$ cat src/rtl/tsbh_pkg.sv
package tsbh_pkg;

    localparam int TIME_W     = 32;
    localparam int MS_W       = 16;
    localparam int HYST_W     = 5;
    localparam int SP_W       = 8;
    localparam int TEMP_W     = 12;
    localparam int FRAC_W     = 4;   // 1/16 degree resolution
    localparam int BAND_W     = 14;  // holds setpoint*16 +/- hysteresis*16
    localparam int NUM_BTN    = 3;
    localparam int CFG_IDX_W  = 3;
    localparam int CFG_DATA_W = 16;

    // Button slots
    localparam int BTN_ADD    = 0;
    localparam int BTN_MINUS  = 1;
    localparam int BTN_SELECT = 2;

    typedef enum logic [CFG_IDX_W-1:0] {
        CFG_HOLD_MS    = 3'd0,
        CFG_REPEAT_MS  = 3'd1,
        CFG_HYSTERESIS = 3'd2,
        CFG_SP_MIN     = 3'd3,
        CFG_SP_MAX     = 3'd4
    } cfg_index_t;

    localparam logic [MS_W-1:0]          HOLD_MS_RST   = 16'd50;
    localparam logic [MS_W-1:0]          REPEAT_MS_RST = 16'd100;
    localparam logic [HYST_W-1:0]        HYST_RST      = 5'd2;
    localparam logic signed [SP_W-1:0]   SP_MIN_RST    = -8'sd55;
    localparam logic signed [SP_W-1:0]   SP_MAX_RST    = 8'sd125;
    localparam logic signed [SP_W-1:0]   SP_RST        = 8'sd25;

    typedef struct packed {
        logic press;       // rising edge of the button level
        logic repeat_hit;  // held long enough and repeat interval elapsed
    } btn_event_t;

    function automatic btn_event_t btn_eval(
        input logic              down,
        input logic              was_down,
        input logic [TIME_W-1:0] now,
        input logic [TIME_W-1:0] press_start,
        input logic [TIME_W-1:0] last_repeat,
        input logic [MS_W-1:0]   hold,
        input logic [MS_W-1:0]   rep
    );
        btn_event_t          ev;
        logic [TIME_W-1:0]   since_press;
        logic [TIME_W-1:0]   since_repeat;
        since_press     = now - press_start;
        since_repeat    = now - last_repeat;
        ev.press        = down && !was_down;
        ev.repeat_hit   = down && was_down
                          && (since_press  >= {{(TIME_W-MS_W){1'b0}}, hold})
                          && (since_repeat >= {{(TIME_W-MS_W){1'b0}}, rep});
        return ev;
    endfunction

endpackage

$ cat src/rtl/thermostat_setpoint_buttons_hysteresis_core.sv
// Each accepted input word is held in the input register, then moves to the result register.
// Throughput: one word per cycle while the sink takes results; one input register and one result register
// with a single pass of compare and add logic between them.
// Reset (rst_n low, asynchronous): setpoint 25, regulating mode, relay off,
// button history cleared, registers back to hold 50 ms, repeat 100 ms,
// hysteresis 2, limits -55 and 125; both pipeline stages empty.
module thermostat_setpoint_buttons_hysteresis_core (
    input  logic                                  clk,
    input  logic                                  rst_n,
    // tick input channel
    input  logic                                  in_valid,
    output logic                                  in_ready,
    input  logic [tsbh_pkg::TIME_W-1:0]           now_ms,
    input  logic                                  add_pressed,
    input  logic                                  minus_pressed,
    input  logic                                  select_pressed,
    input  logic signed [tsbh_pkg::TEMP_W-1:0]    temperature,
    // result channel
    output logic                                  out_valid,
    input  logic                                  out_ready,
    output logic                                  relay_on,
    output logic signed [tsbh_pkg::SP_W-1:0]      setpoint,
    output logic                                  thermostat_enabled,
    // configuration write channel
    input  logic                                  cfg_valid,
    output logic                                  cfg_ready,
    input  logic [tsbh_pkg::CFG_IDX_W-1:0]        cfg_index,
    input  logic [tsbh_pkg::CFG_DATA_W-1:0]       cfg_data
);
    import tsbh_pkg::*;

    // ------------------------------------------------------------------
    // Configuration registers
    // ------------------------------------------------------------------
    logic [MS_W-1:0]        hold_ms_reg;
    logic [MS_W-1:0]        repeat_ms_reg;
    logic [HYST_W-1:0]      hyst_reg;
    logic signed [SP_W-1:0] sp_min_reg;
    logic signed [SP_W-1:0] sp_max_reg;

    // The user must write only while the core is idle; the block does not enforce this and takes writes at once.
    assign cfg_ready = 1'b1;

    always_ff @(posedge clk or negedge rst_n)
    begin
        if (!rst_n)
        begin
            hold_ms_reg   <= HOLD_MS_RST;
            repeat_ms_reg <= REPEAT_MS_RST;
            hyst_reg      <= HYST_RST;
            sp_min_reg    <= SP_MIN_RST;
            sp_max_reg    <= SP_MAX_RST;
        end
        else if (cfg_valid)
        begin
            case (cfg_index_t'(cfg_index))
                CFG_HOLD_MS:    hold_ms_reg   <= cfg_data;
                CFG_REPEAT_MS:  repeat_ms_reg <= cfg_data;
                CFG_HYSTERESIS: hyst_reg      <= cfg_data[HYST_W-1:0];
                CFG_SP_MIN:     sp_min_reg    <= cfg_data[SP_W-1:0];
                CFG_SP_MAX:     sp_max_reg    <= cfg_data[SP_W-1:0];
                default:        ;  // indexes past the list are dropped
            endcase
        end
    end

    // ------------------------------------------------------------------
    // Input register stage
    // ------------------------------------------------------------------
    logic                     in_valid_reg;
    logic                     in_valid_next;
    logic [TIME_W-1:0]        now_reg;
    logic [NUM_BTN-1:0]       btn_down_reg;
    logic signed [TEMP_W-1:0] temp_reg;

    logic                     out_valid_reg;
    logic                     advance;

    // Move the held word into the result register whenever that register
    // is empty or is being emptied in this cycle.
    assign advance  = in_valid_reg && (!out_valid_reg || out_ready);
    // Accept a new word while the held one leaves, so ticks can stream.
    assign in_ready = !in_valid_reg || advance;

    always_comb
    begin
        in_valid_next = in_valid_reg;
        if (in_valid && in_ready)
        begin
            in_valid_next = 1'b1;
        end
        else if (advance)
        begin
            in_valid_next = 1'b0;
        end
    end

    always_ff @(posedge clk or negedge rst_n)
    begin
        if (!rst_n)
        begin
            in_valid_reg <= 1'b0;
        end
        else
        begin
            in_valid_reg <= in_valid_next;
        end
    end

    // Payload of the input stage: no reset needed.
    always_ff @(posedge clk)
    begin
        if (in_valid && in_ready)
        begin
            now_reg                  <= now_ms;
            btn_down_reg[BTN_ADD]    <= add_pressed;
            btn_down_reg[BTN_MINUS]  <= minus_pressed;
            btn_down_reg[BTN_SELECT] <= select_pressed;
            temp_reg                 <= temperature;
        end
    end

    // ------------------------------------------------------------------
    // Thermostat state
    // ------------------------------------------------------------------
    logic signed [SP_W-1:0] setpoint_reg;
    logic signed [SP_W-1:0] setpoint_next;
    logic                   mode_reg;
    logic                   mode_next;
    logic                   relay_reg;
    logic                   relay_next;
    logic [NUM_BTN-1:0]     was_down_reg;
    logic [TIME_W-1:0]      press_start_reg [NUM_BTN];
    logic [TIME_W-1:0]      last_repeat_reg [NUM_BTN];

    btn_event_t             btn_ev [NUM_BTN];

    // Evaluate all three buttons side by side against their own history.
    always_comb
    begin
        for (int b = 0; b < NUM_BTN; b++)
        begin
            btn_ev[b] = btn_eval(btn_down_reg[b], was_down_reg[b], now_reg,
                                 press_start_reg[b], last_repeat_reg[b],
                                 hold_ms_reg, repeat_ms_reg);
        end
    end

    logic                     act_add;
    logic                     act_minus;
    logic                     act_select;
    logic signed [SP_W-1:0]   sp_after_add;
    logic signed [BAND_W-1:0] sp16;
    logic signed [BAND_W-1:0] band16;
    logic signed [BAND_W-1:0] band_hi;
    logic signed [BAND_W-1:0] band_lo;
    logic signed [BAND_W-1:0] temp_ext;

    // Add and minus step on the press edge and on repeat; select only on
    // repeat, so a short press of select does nothing.
    assign act_add    = btn_ev[BTN_ADD].press   || btn_ev[BTN_ADD].repeat_hit;
    assign act_minus  = btn_ev[BTN_MINUS].press || btn_ev[BTN_MINUS].repeat_hit;
    assign act_select = btn_ev[BTN_SELECT].repeat_hit;

    always_comb
    begin
        // Add first, then minus; each saturates at its own limit.
        sp_after_add = setpoint_reg;
        if (act_add)
        begin
            sp_after_add = (setpoint_reg >= sp_max_reg) ? sp_max_reg
                                                        : setpoint_reg + 8'sd1;
        end
        setpoint_next = sp_after_add;
        if (act_minus)
        begin
            setpoint_next = (sp_after_add <= sp_min_reg) ? sp_min_reg
                                                         : sp_after_add - 8'sd1;
        end
    end

    // Bring setpoint and band to 1/16 degree so they line up with the sensor.
    assign sp16     = {{(BAND_W-SP_W-FRAC_W){setpoint_next[SP_W-1]}}, setpoint_next,
                       {FRAC_W{1'b0}}};
    assign band16   = {{(BAND_W-HYST_W-FRAC_W){1'b0}}, hyst_reg, {FRAC_W{1'b0}}};
    assign band_hi  = sp16 + band16;
    assign band_lo  = sp16 - band16;
    assign temp_ext = {{(BAND_W-TEMP_W){temp_reg[TEMP_W-1]}}, temp_reg};

    always_comb
    begin
        // The relay sees the mode from before this tick's toggle.
        relay_next = relay_reg;
        if (!mode_reg)
        begin
            relay_next = 1'b0;
        end
        else if (temp_ext > band_hi)
        begin
            relay_next = 1'b0;
        end
        else if (temp_ext < band_lo)
        begin
            relay_next = 1'b1;
        end
        mode_next = act_select ? !mode_reg : mode_reg;
    end

    always_ff @(posedge clk or negedge rst_n)
    begin
        if (!rst_n)
        begin
            setpoint_reg <= SP_RST;
            mode_reg     <= 1'b1;
            relay_reg    <= 1'b0;
            was_down_reg <= '0;
            for (int b = 0; b < NUM_BTN; b++)
            begin
                press_start_reg[b] <= '0;
                last_repeat_reg[b] <= '0;
            end
        end
        else if (advance)
        begin
            setpoint_reg <= setpoint_next;
            mode_reg     <= mode_next;
            relay_reg    <= relay_next;
            was_down_reg <= btn_down_reg;
            for (int b = 0; b < NUM_BTN; b++)
            begin
                // A fresh press restarts both timers; a repeat restarts
                // only the repeat timer.
                if (btn_ev[b].press)
                begin
                    press_start_reg[b] <= now_reg;
                    last_repeat_reg[b] <= now_reg;
                end
                else if (btn_ev[b].repeat_hit)
                begin
                    last_repeat_reg[b] <= now_reg;
                end
            end
        end
    end

    // ------------------------------------------------------------------
    // Result register stage
    // ------------------------------------------------------------------
    logic                   out_valid_next;
    logic                   out_relay_reg;
    logic signed [SP_W-1:0] out_sp_reg;
    logic                   out_mode_reg;

    always_comb
    begin
        out_valid_next = out_valid_reg;
        if (advance)
        begin
            out_valid_next = 1'b1;
        end
        else if (out_ready)
        begin
            out_valid_next = 1'b0;
        end
    end

    always_ff @(posedge clk or negedge rst_n)
    begin
        if (!rst_n)
        begin
            out_valid_reg <= 1'b0;
        end
        else
        begin
            out_valid_reg <= out_valid_next;
        end
    end

    // Hold the result word until the sink takes it.
    always_ff @(posedge clk)
    begin
        if (advance)
        begin
            out_relay_reg <= relay_next;
            out_sp_reg    <= setpoint_next;
            out_mode_reg  <= mode_next;
        end
    end

    assign out_valid          = out_valid_reg;
    assign relay_on           = out_relay_reg;
    assign setpoint           = out_sp_reg;
    assign thermostat_enabled = out_mode_reg;

endmodule

$ cat config.mk
export PLATFORM = sky130hd
export DESIGN_NAME = thermostat_setpoint_buttons_hysteresis_core
export DESIGN_NICKNAME = d
export VERILOG_FILES = /design/src/rtl/tsbh_pkg.sv /design/src/rtl/thermostat_setpoint_buttons_hysteresis_core.sv
export SDC_FILE = /design/constraint.sdc
export NUM_CORES = 1
export LEC_CHECK = 0
export BUFFER_PORTS_ARGS = -buffer_cell sky130_fd_sc_hd__buf_2
export CAP_MARGIN = 20
export CORE_MARGIN = 1.5
export CORE_UTILIZATION = 40
export DETAILED_ROUTE_END_ITERATION = 16
export GPL_ROUTABILITY_DRIVEN = 0
export HOLD_SLACK_MARGIN = 0.15
export PLACE_DENSITY_LB_ADDON = 0.25
export SLEW_MARGIN = 10
export SYNTH_ARGS = -nofsm -noshare
export SYNTH_HDL_FRONTEND = slang
export SYNTH_SLANG_ARGS = --single-unit
$ cat constraint.sdc
create_clock -name clk -period 19 [get_ports clk]
set_clock_uncertainty 0.05 [all_clocks]
set_input_delay 3.8 -clock clk [delete_from_list [all_inputs] [get_ports clk]]
set_output_delay 3.8 -clock clk [all_outputs]
set_load 0.03 [all_outputs]
==> impl_results.html <==
<table>
<tr><th>Metric</th><th>Value</th></tr>
<tr><th colspan="2">Outcome</th></tr>
<tr><td>Outcome</td><td>finished, final reports clean</td></tr>
<tr><th colspan="2">STA</th></tr>
<tr><td>Setup Viol. Count Final</td><td>0</td></tr>
<tr><td>Normalized max-slew margin</td><td>29.25%</td></tr>
<tr><td>Max-slew violation count</td><td>0</td></tr>
<tr><td>Upper clock frequency limit</td><td>roughly 86 MHz</td></tr>
<tr><td>Pin slew with the least headroom to its limit</td><td>roughly 1100 ps</td></tr>
<tr><td>Post-route setup slack</td><td>about 7400 ps</td></tr>
<tr><td>RSZ-0062 raised after global routing</td><td>false</td></tr>
<tr><td>Tcrit/Tclk final</td><td>61.13%</td></tr>
<tr><td>Count of final hold-check violations</td><td>0</td></tr>
<tr><td>Tightest hold margin</td><td>approximately 440 ps</td></tr>
<tr><td>Time the worst path needs with I/O delays and setup</td><td>11610 ps</td></tr>
<tr><td>Setup TNS</td><td>0 ps</td></tr>
<tr><th colspan="2">CTS</th></tr>
<tr><td>TritonCTS clock tree</td><td>built</td></tr>
<tr><td>Cts-stage hold buffer count</td><td>0</td></tr>
<tr><td>Later-pin clock latency in the skew report</td><td>590 ps</td></tr>
<tr><td>Total clock buffers created by CTS</td><td>42</td></tr>
<tr><td>Cells resized by post-CTS repair</td><td>0</td></tr>
<tr><td>Clock net sink count</td><td>around 320</td></tr>
<tr><td>Number of levels the H-tree was split into</td><td>2</td></tr>
<tr><td>Setup fix buffers added after clock tree synthesis</td><td>0</td></tr>
<tr><td>CTS root buffer</td><td>sky130_fd_sc_hd__clkbuf_16</td></tr>
<tr><td>Clock-pin slew on the worst setup and hold paths</td><td>roughly 60 ps</td></tr>
<tr><td>Maximum number of buffers from clock root to sink</td><td>3</td></tr>
<tr><th colspan="2">Die</th></tr>
<tr><td>Horizontal die dimension</td><td>around 260 um</td></tr>
<tr><td>Effective utilization at floorplan</td><td>between 40% and 50%</td></tr>
<tr><td>Total I/O pin count</td><td>84</td></tr>
<tr><td>Overall die height</td><td>257.8 um</td></tr>
<tr><td>Placeable core region</td><td>between 60000 and 70000 um2</td></tr>
<tr><td>Die Area</td><td>66470 um2</td></tr>
<tr><td>Site row count</td><td>93</td></tr>
<tr><th colspan="2">Detailed routing</th></tr>
<tr><td>Drt wl/cell</td><td>approximately 20 um</td></tr>
<tr><td>Total via count after detailed routing</td><td>between 20000 and 25000</td></tr>
<tr><td>DRC violations left</td><td>0</td></tr>
<tr><td>Count of TritonRoute iterations in the first routing pass</td><td>8</td></tr>
<tr><td>Post-DR vias/cell</td><td>between 5 and 6</td></tr>
<tr><td>Post-DRT Antenna Nets</td><td>0</td></tr>
<tr><td>Number of violations reported at the end of detailed-routing iteration 0</td><td>roughly 1700</td></tr>
<tr><td>Routed wire length</td><td>76790 um</td></tr>
<tr><th colspan="2">Yosys</th></tr>
<tr><td>Synth area leader</td><td>sky130_fd_sc_hd__dfrtp_1</td></tr>
<tr><td>Synth Area per Inst</td><td>slightly below 9 um2</td></tr>
<tr><td>Post-synthesis net count</td><td>3355</td></tr>
<tr><td>Number of distinct library cells after synthesis</td><td>approximately 90</td></tr>
<tr><td>Most area-consuming cells after synthesis</td><td>sky130_fd_sc_hd__dfrtp_1 23%, sky130_fd_sc_hd__ha_1 16%, sky130_fd_sc_hd__edfxtp_1 6.6%, sky130_fd_sc_hd__mux2_2 6.4%, sky130_fd_sc_hd__o21ai_0 4.8%</td></tr>
<tr><td>Async set-reset flop share out of synthesis</td><td>approximately 82%</td></tr>
<tr><td>Post-synthesis sequential element count</td><td>roughly 320</td></tr>
<tr><td>Top-count cell post-synth</td><td>sky130_fd_sc_hd__ha_1</td></tr>
<tr><td>Sequential fraction of the synthesis area</td><td>a little under a third</td></tr>
<tr><td>Number of flops mapped to enable cells by yosys</td><td>between 50 and 60</td></tr>
<tr><td>Ys Warns</td><td>0</td></tr>
<tr><td>Top cells by count, synth</td><td>327 x sky130_fd_sc_hd__ha_1, 306 x sky130_fd_sc_hd__inv_1, 281 x sky130_fd_sc_hd__nand2_1, 250 x sky130_fd_sc_hd__o21ai_0, 239 x sky130_fd_sc_hd__dfrtp_1</td></tr>
<tr><td>Top cell type's share of synthesized area</td><td>23.03%</td></tr>
<tr><td>Area of the mapped netlist</td><td>approximately 26000 um2</td></tr>
<tr><td>Instance count of the mapped netlist</td><td>between 2000 and 3000</td></tr>
<tr><td>Predominant post-synthesis flop cell</td><td>sky130_fd_sc_hd__dfrtp_1</td></tr>
<tr><th colspan="2">Power and ir drop</th></tr>
<tr><td>Switch share</td><td>between 40% and 50%</td></tr>
<tr><td>Worst IR Drop VDD</td><td>approximately 0.063 mV</td></tr>
<tr><td>Areal power density over the cells</td><td>around 140 nW/um2</td></tr>
<tr><td>Reported net switching power</td><td>between 1.5 and 2 mW</td></tr>
<tr><td>Clock network fraction of design power</td><td>roughly a fifth</td></tr>
<tr><td>Part of the power in combinational logic</td><td>between 50% and 60%</td></tr>
<tr><td>Overall power of the completed layout</td><td>roughly 4.1 mW</td></tr>
<tr><td>Leakage power summed over all cells</td><td>13.18 nW</td></tr>
<tr><td>Cell Int Power</td><td>2.352 mW</td></tr>
<tr><td>Sequential power share</td><td>a little under a quarter</td></tr>
<tr><th colspan="2">Worst setup path</th></tr>
<tr><td>Critical path buffer and inverter count</td><td>5</td></tr>
<tr><td>Largest fanout on the critical path</td><td>15</td></tr>
<tr><td>Kind of end point of the critical path</td><td>flop</td></tr>
<tr><td>WP data required</td><td>19480 ps</td></tr>
<tr><td>Class of the most critical setup path</td><td>flop to flop</td></tr>
<tr><td>Kind of launch point of the worst setup path</td><td>flop</td></tr>
<tr><td>Cell type of the slowest stage on the worst timing path</td><td>sky130_fd_sc_hd__a21oi_1</td></tr>
<tr><td>Worst path arrival time</td><td>12100 ps</td></tr>
<tr><td>Kind of cell adding the most delay to the critical path</td><td>compound AO/OA/AOI/OAI gates</td></tr>
<tr><td>Worst path max stage delay</td><td>between 700 and 800 ps</td></tr>
<tr><th colspan="2">Run</th></tr>
<tr><td>Max capacitance violation total</td><td>0</td></tr>
<tr><th colspan="2">Global routing</th></tr>
<tr><td>Total global-route track usage</td><td>22.92%</td></tr>
<tr><td>Vias in the first global route</td><td>around 22000</td></tr>
<tr><td>Global-route congestion overflow total</td><td>0</td></tr>
<tr><td>Antenna violations before repair</td><td>3</td></tr>
<tr><td>Largest net degree at the start of global routing</td><td>roughly 170</td></tr>
<tr><td>First-pass GRT wire length</td><td>121400 um</td></tr>
<tr><th colspan="2">Worst hold path</th></tr>
<tr><td>Class of the most critical hold timing path</td><td>flop to flop</td></tr>
<tr><th colspan="2">Place</th></tr>
<tr><td>Pre-CTS setup slack</td><td>7566 ps</td></tr>
<tr><td>Half-perimeter wire length of the detailed placement result</td><td>about 58000 um</td></tr>
<tr><td>Port-buffer cells</td><td>between 80 and 90</td></tr>
<tr><td>Post-placement cell count</td><td>a little under 4000</td></tr>
<tr><th colspan="2">Cells and area</th></tr>
<tr><td>Layout area overhead</td><td>11.23%</td></tr>
<tr><td>Ant. Diodes</td><td>0</td></tr>
<tr><td>Share of layout cells above drive strength 1</td><td>approximately an eighth</td></tr>
<tr><td>Combined flip-flop and latch cell area</td><td>slightly above 8000 um2</td></tr>
<tr><td>Area used by multi-input combinational logic</td><td>16280 um2</td></tr>
<tr><td>Final cell count without fillers</td><td>3920</td></tr>
<tr><td>Layout filler cell count</td><td>approximately 6200</td></tr>
<tr><td>Net total in the final layout</td><td>roughly 3400</td></tr>
</table>
==> final timing paths <==
check	start	endpoint	slack (ps)	cells after the start
setup / recovery	now_reg[0]	relay_reg	7390	51
hold / removal	last_repeat_reg[33]	last_repeat_reg[33]	440	2
setup reg to reg	now_reg[0]	relay_reg	7390	51
hold reg to reg	last_repeat_reg[33]	last_repeat_reg[33]	440	2
max in group asynchronous	rst_n	last_repeat_reg[60]	14220	2
min in group asynchronous	rst_n	hyst_reg[3]	3170	1
==> power groups by stage <==
stage	Clock (mW)	Sequential, mW	Combinational [mW]
after detailed placement	0	0.973	2.34
final	0.811	0.963	2.37
after global routing	0.856	0.983	2.67
after CTS	0.831	0.963	2.35
after floorplan	0	0.968	1.77
after global placement	0	0.968	2.27
==> area by class of cell <==
cell class              count  area share, %
clock inverters            15         0.5240
multi-input cells        2240          56.34
repair buffers            122          2.525
flip-flops and latches    317          28.53
well taps                 855          3.703
inverters                 308          4.001
clock buffers              63          4.369
==> per-layer routing <==
| metal | up-vias | track usage (%) | wire (um) |
|---|---|---|---|
| met5 | - | 0 | 13 |
| met2 | 613 | 39.38 | 36750 |
| met1 | 10810 | 29.29 | 33380 |
| met3 | 157 | 2.768 | 3667 |
| li1 | 10780 | - | - |
| met4 | 2 | 8.999 | 2976 |
==> cells in the final DEF (no fill, tap or decap), drive strengths merged, types with 14 or more instances in the layout <==
cell     Yosys  layout
nand2b      41      41
o21a        34      34
o211ai      27      27
a2111oi     21      21
nor2b       34      34
mux2       148     148
and3        17      17
nand3       54      54
o21ai      252     252
xor2        49      49
a211oi      28      28
mux2i       14      14
or3         15      15
a31oi       18      18
edfxtp      57      57
dfstp       21      21
xnor2       74      74
a21o        78      78
buf         17     122
dfrtp      239     239
a21oi      226     226
nand4       48      48
nor2       160     160
nor3        51      51
inv        308     308
clkbuf      67      63
ha         327     327
nand2      281     281
o21bai      19      19
==> worst reg2reg max path, delay by kind of cell (launching register included) <==
kind	cells	cell delay [ps]
buffers and inverters	5	760
DFF	1	440
adders and majority gates	7	2080
xor gates and xnor gates	1	140
muxes	3	680
AOI/OAI and AO/OA	19	4310
and+or+nand+nor	16	3120
==> cells by family (layout without fill, tap and decap cells) <==
| family | Yosys count | count (layout) | share of synthesized area, % |
|---|---|---|---|
| xor gates and xnor gates | 123 | 123 | 4.147 |
| AOI/OAI and AO/OA | 837 | 837 | 20.50 |
| and+or+nand+nor | 782 | 782 | 14.50 |
| other | 1 | 1 | 0.01444 |
| DFF | 317 | 317 | 31.74 |
| muxes | 162 | 162 | 6.956 |
| buffers and inverters | 392 | 508 | 5.775 |
| adders and majority gates | 335 | 335 | 16.37 |
==> through the flow <==
stage | utilization, % | instance area [um2]
final | 44.90 | 28890
after global routing | 44.90 | 28890
after CTS | 44.90 | 28890
after detailed placement | 42.70 | 27480
after global placement | 42.70 | 27480
after floorplan | - | 25970
(Power assumes the default switching activity.)
